--- config.mk ---
export PLATFORM = sky130hd
export DESIGN_NAME = a64dp_regfile
export DESIGN_NICKNAME = d
export VERILOG_FILES = /design/src/hw/rtl/a64dp_pkg.sv /design/src/hw/rtl/a64dp_regfile.sv
export SDC_FILE = /design/constraint.sdc
export NUM_CORES = 2
export LEC_CHECK = 0
export BUFFER_PORTS_ARGS = -buffer_cell sky130_fd_sc_hd__buf_4
export CELL_PAD_IN_SITES_DETAIL_PLACEMENT = 0
export CELL_PAD_IN_SITES_GLOBAL_PLACEMENT = 1
export CORE_MARGIN = 2
export CORE_UTILIZATION = 48
export DETAILED_ROUTE_END_ITERATION = 6
export PLACE_DENSITY_LB_ADDON = 0.1
export REMOVE_ABC_BUFFERS = 1
export SYNTH_ARGS = -nofsm -noshare
export SYNTH_HDL_FRONTEND = slang
export SYNTH_MEMORY_MAX_BITS = 65536
export SYNTH_SLANG_ARGS = --single-unit
--- constraint.sdc ---
create_clock -name i_clk -period 5 [get_ports i_clk]
set_input_delay 0.75 -clock i_clk [delete_from_list [all_inputs] [get_ports i_clk]]
set_output_delay 0.75 -clock i_clk [all_outputs]
set_load 0.005 [all_outputs]
--- src/hw/rtl/a64dp_pkg.sv ---
`timescale 1ns / 1ps

package a64dp_pkg;

    localparam int XLEN     = 64;
    localparam int HALF     = 32;
    localparam int NUM_REGS = 31;
    localparam int REG_AW   = 5;

    localparam logic [REG_AW-1:0] ZERO_REG = 5'd31;

    // Instruction class
    localparam logic [1:0] CMD_LOGIC  = 2'd0;
    localparam logic [1:0] CMD_ADDSUB = 2'd1;

    // Shift applied to Rm
    localparam logic [1:0] SH_LSL = 2'd0;
    localparam logic [1:0] SH_LSR = 2'd1;
    localparam logic [1:0] SH_ASR = 2'd2;
    localparam logic [1:0] SH_ROR = 2'd3;

    // Logic class operations
    localparam logic [1:0] OPC_AND  = 2'd0;
    localparam logic [1:0] OPC_ORR  = 2'd1;
    localparam logic [1:0] OPC_EOR  = 2'd2;
    localparam logic [1:0] OPC_ANDS = 2'd3;

    // Add/subtract class: bit 1 selects subtract, bit 0 sets flags
    localparam int OPC_SUB_BIT = 1;
    localparam int OPC_SET_BIT = 0;

    localparam logic [XLEN-1:0] MASK_W32 = {{(XLEN - HALF){1'b0}}, {HALF{1'b1}}};

    typedef struct packed {
        logic n;
        logic z;
        logic c;
        logic v;
    } t_flags;

    typedef struct packed {
        logic [1:0]        command;
        logic              wide;
        logic [1:0]        opc;
        logic              negate_second;
        logic [1:0]        shift_kind;
        logic [5:0]        shift_amount;
        logic [REG_AW-1:0] dest_reg;
        logic [REG_AW-1:0] first_reg;
        logic [REG_AW-1:0] second_reg;
        logic [REG_AW-1:0] addend_reg;
        logic              subtract_product;
    } t_item;

    typedef struct packed {
        logic [REG_AW-1:0] dest;
        logic              wide;
        logic              is_mac;
        logic              sub;
        logic              sets_flags;
        t_flags            flags;
        logic [XLEN-1:0]   result;
        logic [XLEN-1:0]   pp0;
        logic [HALF-1:0]   pp1;
        logic [HALF-1:0]   pp2;
        logic [XLEN-1:0]   ra;
    } t_exec;

    typedef struct packed {
        logic              en;
        logic [REG_AW-1:0] addr;
        logic [XLEN-1:0]   data;
    } t_wr;

endpackage

--- src/hw/rtl/a64dp_regfile.sv ---
`timescale 1ns / 1ps

module a64dp_regfile
    import a64dp_pkg::*;
(
    input  logic                  i_clk,
    input  logic                  i_rst_n,
    input  logic [REG_AW-1:0]     i_rd_addr [3],
    input  t_wr                   i_wr,
    output logic [XLEN-1:0]       o_rd_data [3]
);

    // Two copies: copy A serves Rn and Rm, copy B serves Ra
    logic [XLEN-1:0]     r_mem_a [NUM_REGS];
    logic [XLEN-1:0]     r_mem_b [NUM_REGS];
    logic [NUM_REGS-1:0] r_written;
    logic [XLEN-1:0]     r_rd [3];
    logic [2:0]          r_rd_ok;

    always_ff @(posedge i_clk) begin
        if (i_wr.en && i_wr.addr != ZERO_REG) begin
            r_mem_a[i_wr.addr] <= i_wr.data;
            r_mem_b[i_wr.addr] <= i_wr.data;
        end
        if (i_rd_addr[0] != ZERO_REG) begin
            r_rd[0] <= r_mem_a[i_rd_addr[0]];
        end
        if (i_rd_addr[1] != ZERO_REG) begin
            r_rd[1] <= r_mem_a[i_rd_addr[1]];
        end
        if (i_rd_addr[2] != ZERO_REG) begin
            r_rd[2] <= r_mem_b[i_rd_addr[2]];
        end
    end

    // Entries never written since reset read as zero
    always_ff @(posedge i_clk) begin
        if (!i_rst_n) begin
            r_written <= '0;
            r_rd_ok   <= '0;
        end else begin
            if (i_wr.en && i_wr.addr != ZERO_REG) begin
                r_written[i_wr.addr] <= 1'b1;
            end
            for (int i = 0; i < 3; i++) begin
                r_rd_ok[i] <= (i_rd_addr[i] != ZERO_REG) && r_written[i_rd_addr[i]];
            end
        end
    end

    always_comb begin
        for (int i = 0; i < 3; i++) begin
            o_rd_data[i] = r_rd_ok[i] ? r_rd[i] : '0;
        end
    end

endmodule

# Word level (Yosys, flattened, before mapping)
# Memory sizes are Yosys's and may differ from the RTL's.
# Index checks and enable logic that the tools add are counted.
[word_totals]
input_bits = 87
latch_bits = 0
register_bits = 34
ramBits = 4160
mem_count = 3
wordCells = 39
rom_bits = 0
[memory_table]
columns = ["memory", "depth", "width", "rd", "rd_clocked_by_memory_dff", "wr", "line", "text"]
rows = [
  ["r_mem_a", 31, 64, 2, 0, 1, "a64dp_regfile.sv:14", "logic [XLEN-1:0] r_mem_a [NUM_REGS];"],
  ["r_mem_b", 31, 64, 1, 0, 1, "a64dp_regfile.sv:15", "logic [XLEN-1:0] r_mem_b [NUM_REGS];"],
  ["r_rd", 3, 64, 3, 0, 3, "a64dp_regfile.sv:17", "logic [XLEN-1:0] r_rd [3];"],
]
[op_classes]
magnitude_cmp = 5
multipliers = 0
bitwise = 1
shift = 0
n_div = 0
add_sub_neg = 0
reduce_logical = 5
eq_ne = 4
muxes = 19
[ops]
columns = ["cell", "n"]
rows = [
  ["$mux W64", 3],
  ["$or A31 B31 Y31", 1],
  ["$lt A5 B6 Y1 const B", 4],
  ["$ne A5 B5 Y1 const B", 4],
  ["$bmux W1 S5", 3],
  ["$mux W1", 12],
  ["$demux W1 S5", 1],
  ["$ge A5 B1 Y1 const B", 1],
  ["$logic_and A1 B1 Y1", 5],
]

# Depth between registers and ports, before layout
[depth]
word_depth = 5
depth_mapped = 9

# Least setup slack after synthesis
# Ideal clock, no wire load.
[synth_timing]
path_type = "input -> register"
from = "input i_rd_addr[1] in the netlist's numbering"
to = "memory r_rd[2][0], in the netlist r_rd[0][128] (enable)"
n_path_buf = 5
path_slack_ns = 0.380
required_time_ns = 4.009
t_arrival_ns = 3.628
stages = 6
cell_sequence = "buf_2 buf_2 buf_2 clkbuf_1 buf_2 nand4_1"
[synth_rtl]
columns = ["element", "line", "text"]
rows = [
  ["start, declared", "a64dp_regfile.sv:8", "input logic [REG_AW-1:0] i_rd_addr [3],"],
  ["end, declared", "a64dp_regfile.sv:17", ""],
]

==> metrics.log <==
INFO  metric gr-usage-met1 = 44.7%
INFO  metric cp_max_fo = 39
INFO  metric timing.final.max_slew_violations = 0
INFO  metric power_per_cell_area = 329 mW/mm^2
INFO  metric die_w = 495 microns
INFO  metric required = 4250 ps
INFO  metric clkSinkCount = 2210
INFO  metric grt_overflow = 0
INFO  metric crit_type = flip-flop to output pin
INFO  metric p_leak = 41.8 nW
INFO  metric cts_tree = done
INFO  metric timing_worst_slew_pin_value = 1280 ps
INFO  metric worst_hold_path_type = input port to flip-flop
INFO  metric detail_route.vias_per_cell = 7.19
INFO  metric asyncSetResetFlopFracSynth = 0%
INFO  metric synth.yosys.seq_area_share = 57.1%
INFO  metric cp-end-kind = output pin
INFO  metric worst_slack = 1450 ps
INFO  metric synth_area_per_cell = 20.3 sq um
INFO  metric critPathBufInv = 2
INFO  metric grt_start_max_net_pins = 89
INFO  metric row_count = 180
INFO  metric drtPass1Iterations = 7
INFO  metric crit_chain = buf_4, and2_1, buf_4
INFO  metric fmaxAchievable = 282 MHz
INFO  metric worst_setup_hold_path_clk_slew = 60 ps
INFO  metric critPathMaxStageDelay = 1020 ps
INFO  metric syn_area = 0.116 sq mm
INFO  metric critical-path-slowest-cell = sky130_fd_sc_hd__dfxtp_4
INFO  metric routed_wire_length_per_instance = 40.6 microns
INFO  metric detailedRoute.firstIterationViolations = 9129
INFO  metric synth_edf_count = 2176
INFO  metric ys_warn_count = 0
INFO  metric clock_tree.root_cell = sky130_fd_sc_hd__clkbuf_16
INFO  metric ys_types = 45
INFO  metric antenna_found_initial = 26
INFO  metric maxSlewHeadroom = 14.9%
INFO  metric count_of_final_hold_check_violations = 0
INFO  metric cts_repair_resize_count = 0
INFO  metric start_util = 48.1%
INFO  metric cts_buffer_depth = 3
INFO  metric maxCapViolCount = 0
INFO  metric route.vias.total = 67.0k
INFO  metric data_arrival_time_of_the_worst_path = 2800 ps
INFO  metric timing.setup.tns = 0 ps
INFO  metric finish.net_count = 6025
INFO  metric dominantRegCellSynth = sky130_fd_sc_hd__edfxtp_1
INFO  metric first_global_vias = 67.2k
INFO  metric dieHeight = 495 microns
INFO  metric rsz0062_at_grt = no
INFO  metric global_route_wire_length_before_repair = 528 mm
INFO  metric synthToLayoutAreaGrowth = 12.6%
INFO  metric final_layout_size_suffix_gt1_share = 44.9%
INFO  metric finalWeightedCongestion = 0.808
INFO  metric clk_latency = 870 ps
INFO  metric worst_clock_skew_on_the_final_layout = 33.4 ps
INFO  metric ant_nets = 0
INFO  metric critPathLaunchType = flip-flop
INFO  metric cpLargestDelayFamily = flip-flops
INFO  metric place.detailed.hpwl = 207 mm
INFO  metric cell_with_the_most_instances_on_the_worst_path = sky130_fd_sc_hd__buf_4
INFO  metric die_area = 0.245 sq mm
INFO  metric global_route.usage.total = 31.1%
INFO  metric fillerInstances = 18.5k
INFO  metric busiest_layer = met2
INFO  metric result_of_the_run = completed
INFO  metric pre_cts_ws = 1250 ps
INFO  metric globalRouteMet3Util = 5.65%
INFO  metric synth-seq-cells = 2210
INFO  metric timing.final.setup_violations = 0
INFO  metric ios = 279
INFO  metric detail_route.wirelength = 378 mm
INFO  metric ir_worst_vdd = 0.000330 V
INFO  metric post_cts_setup_buffer_count = 0
INFO  metric hold_buffers = 0
INFO  metric groute.layer.met2.usage = 49.2%
INFO  metric buffer_ports.inserted = 278
INFO  metric finalCritPeriodShare = 70.9%
INFO  metric htree_num_levels = 4
INFO  metric drc = 0
INFO  metric finalCriticalPeriod = 3550 ps
INFO  metric syn_inst = 5703
INFO  metric core_area = 0.240 sq mm
INFO  metric cts_buffers = 236
-- power by group --
| group | switching [W] | leakage, nW | total (W) | internal (W) |
|---|---|---|---|---|
| Clock | 0.00736 | 3.62 | 0.0172 | 0.00979 |
| Sequential | 0.000288 | 20.2 | 0.0211 | 0.0208 |
| Combinational | 0.00230 | 18.0 | 0.00448 | 0.00217 |
-- cells by family (layout without fill, tap and decap cells) --
| logic type | Yosys count | count (layout) | share of synthesized area (%) |
|---|---|---|---|
| AO/OA/AOI/OAI | 296 | 296 | 1.47 |
| AND/OR/NAND/NOR | 537 | 537 | 2.30 |
| buffers and inverters | 520 | 937 | 1.98 |
| multiplexers | 2140 | 2140 | 37.1 |
| flip-flops | 2210 | 2210 | 57.1 |
| other | 0 | 16 | 0 |
-- placed cells by master (no fill, tap or decap), drive strengths merged, types with 2 or more instances in the layout --
cell type	netlist	layout
nor2	86	86
o211ai	3	3
nand4b	3	3
and2	197	197
mux2i	275	275
inv	4	13
nand4	4	4
nand3	6	6
dfxtp	34	34
nand2	203	203
o21ai	195	195
or3	7	7
clkinv	0	89
nor4b	2	2
clkinvlp	0	9
a21o	31	31
o22ai	40	40
o21a	8	8
mux2	165	165
a22oi	4	4
o221ai	3	3
mux4	1700	1700
nand3b	7	7
or3b	2	2
or2	4	4
buf	254	512
a32oi	2	2
clkbuf	262	292
bufinv	0	22
a31oi	2	2
edfxtp	2176	2176
nand2b	8	8
diode	0	16
nor2b	6	6
-- synthesized netlist by cell type, types with 3 or more instances --
cell type	instances	area [sq um]
sky130_fd_sc_hd__edfxtp_1	2176	65300
sky130_fd_sc_hd__mux4_2	1700	38300
sky130_fd_sc_hd__mux2i_1	275	2750
sky130_fd_sc_hd__clkbuf_1	262	983
sky130_fd_sc_hd__nand2_1	203	762
sky130_fd_sc_hd__and2_1	197	1230
sky130_fd_sc_hd__buf_2	167	836
sky130_fd_sc_hd__mux2_2	165	1860
sky130_fd_sc_hd__o21ai_0	151	756
sky130_fd_sc_hd__nor2_1	86	323
sky130_fd_sc_hd__buf_1	67	251
sky130_fd_sc_hd__o21ai_1	44	220
sky130_fd_sc_hd__o22ai_1	40	250
sky130_fd_sc_hd__dfxtp_1	34	681
sky130_fd_sc_hd__a21o_1	31	233
sky130_fd_sc_hd__buf_6	14	158
sky130_fd_sc_hd__nand2b_1	8	50.1
sky130_fd_sc_hd__o21a_1	8	60.1
sky130_fd_sc_hd__nand3b_1	7	52.6
sky130_fd_sc_hd__or3_1	7	43.8
sky130_fd_sc_hd__buf_4	6	45.0
sky130_fd_sc_hd__nand3_1	6	30.0
sky130_fd_sc_hd__nor2b_1	6	37.5
sky130_fd_sc_hd__a22oi_1	4	30.0
sky130_fd_sc_hd__nand4_1	4	25.0
sky130_fd_sc_hd__or2_2	4	25.0
sky130_fd_sc_hd__nand4b_1	3	26.3
sky130_fd_sc_hd__o211ai_1	3	22.5
sky130_fd_sc_hd__o221ai_1	3	26.3
-- path summary, 6_finish.rpt --
kind              slack, ps            from  depth (start not counted)             end
setup reg to reg       2950  r_mem_b[15][2]                          3     r_rd[0][66]
setup / recovery       1450      r_rd_ok[0]                          3  o_rd_data[177]
hold reg to reg         510   r_written[24]                          2   r_written[24]
hold / removal          200         i_rst_n                          2    r_written[7]
-- per-layer routing --
metal | wire length, microns | up-vias
met5 | 77 | -
met4 | 11100 | 12
met2 | 182000 | 4166
met1 | 147000 | 36667
li1 | - | 25568
met3 | 37800 | 627
-- sequential cells by signal (all words and copies together) (netlist names) --
name / count
r_rd: 192
r_rd_ok: 3
r_written: 31
r_mem_a: 128
r_mem_b: 1856
-- metrics by stage --
| step | power [W] | hold WS [ps] | instances | cell area [sq um] | util (%) |
|---|---|---|---|---|---|
| 3_5_place_dp | 0.0260 | 503 | 8885 | 123000 | 51.1 |
| 2_1_floorplan | 0.0236 | 469 | 5187 | 113000 | - |
| 5_1_grt | 0.0440 | 168 | 9310 | 130000 | 54.2 |
| 3_3_place_gp | 0.0260 | 487 | 8885 | 123000 | 51.1 |
| 4_1_cts | 0.0430 | 150 | 9305 | 130000 | 54.2 |
| 6_report | 0.0428 | 203 | 9321 | 130000 | 54.2 |
-- final cells by class --
class                   count  area [sq um]  area share (%)
flip-flops and latches   2210         66000            50.7
multi-input cells        2973         47500            36.5
clock buffers             291          6150            4.73
repair buffers            513          5150            3.96
well taps                3185          3990            3.06
clock inverters           129          1270           0.979
diodes                     16          40.0          0.0308
inverters                   4          30.0          0.0231
Note: power is estimated with default switching activity, not from simulation.
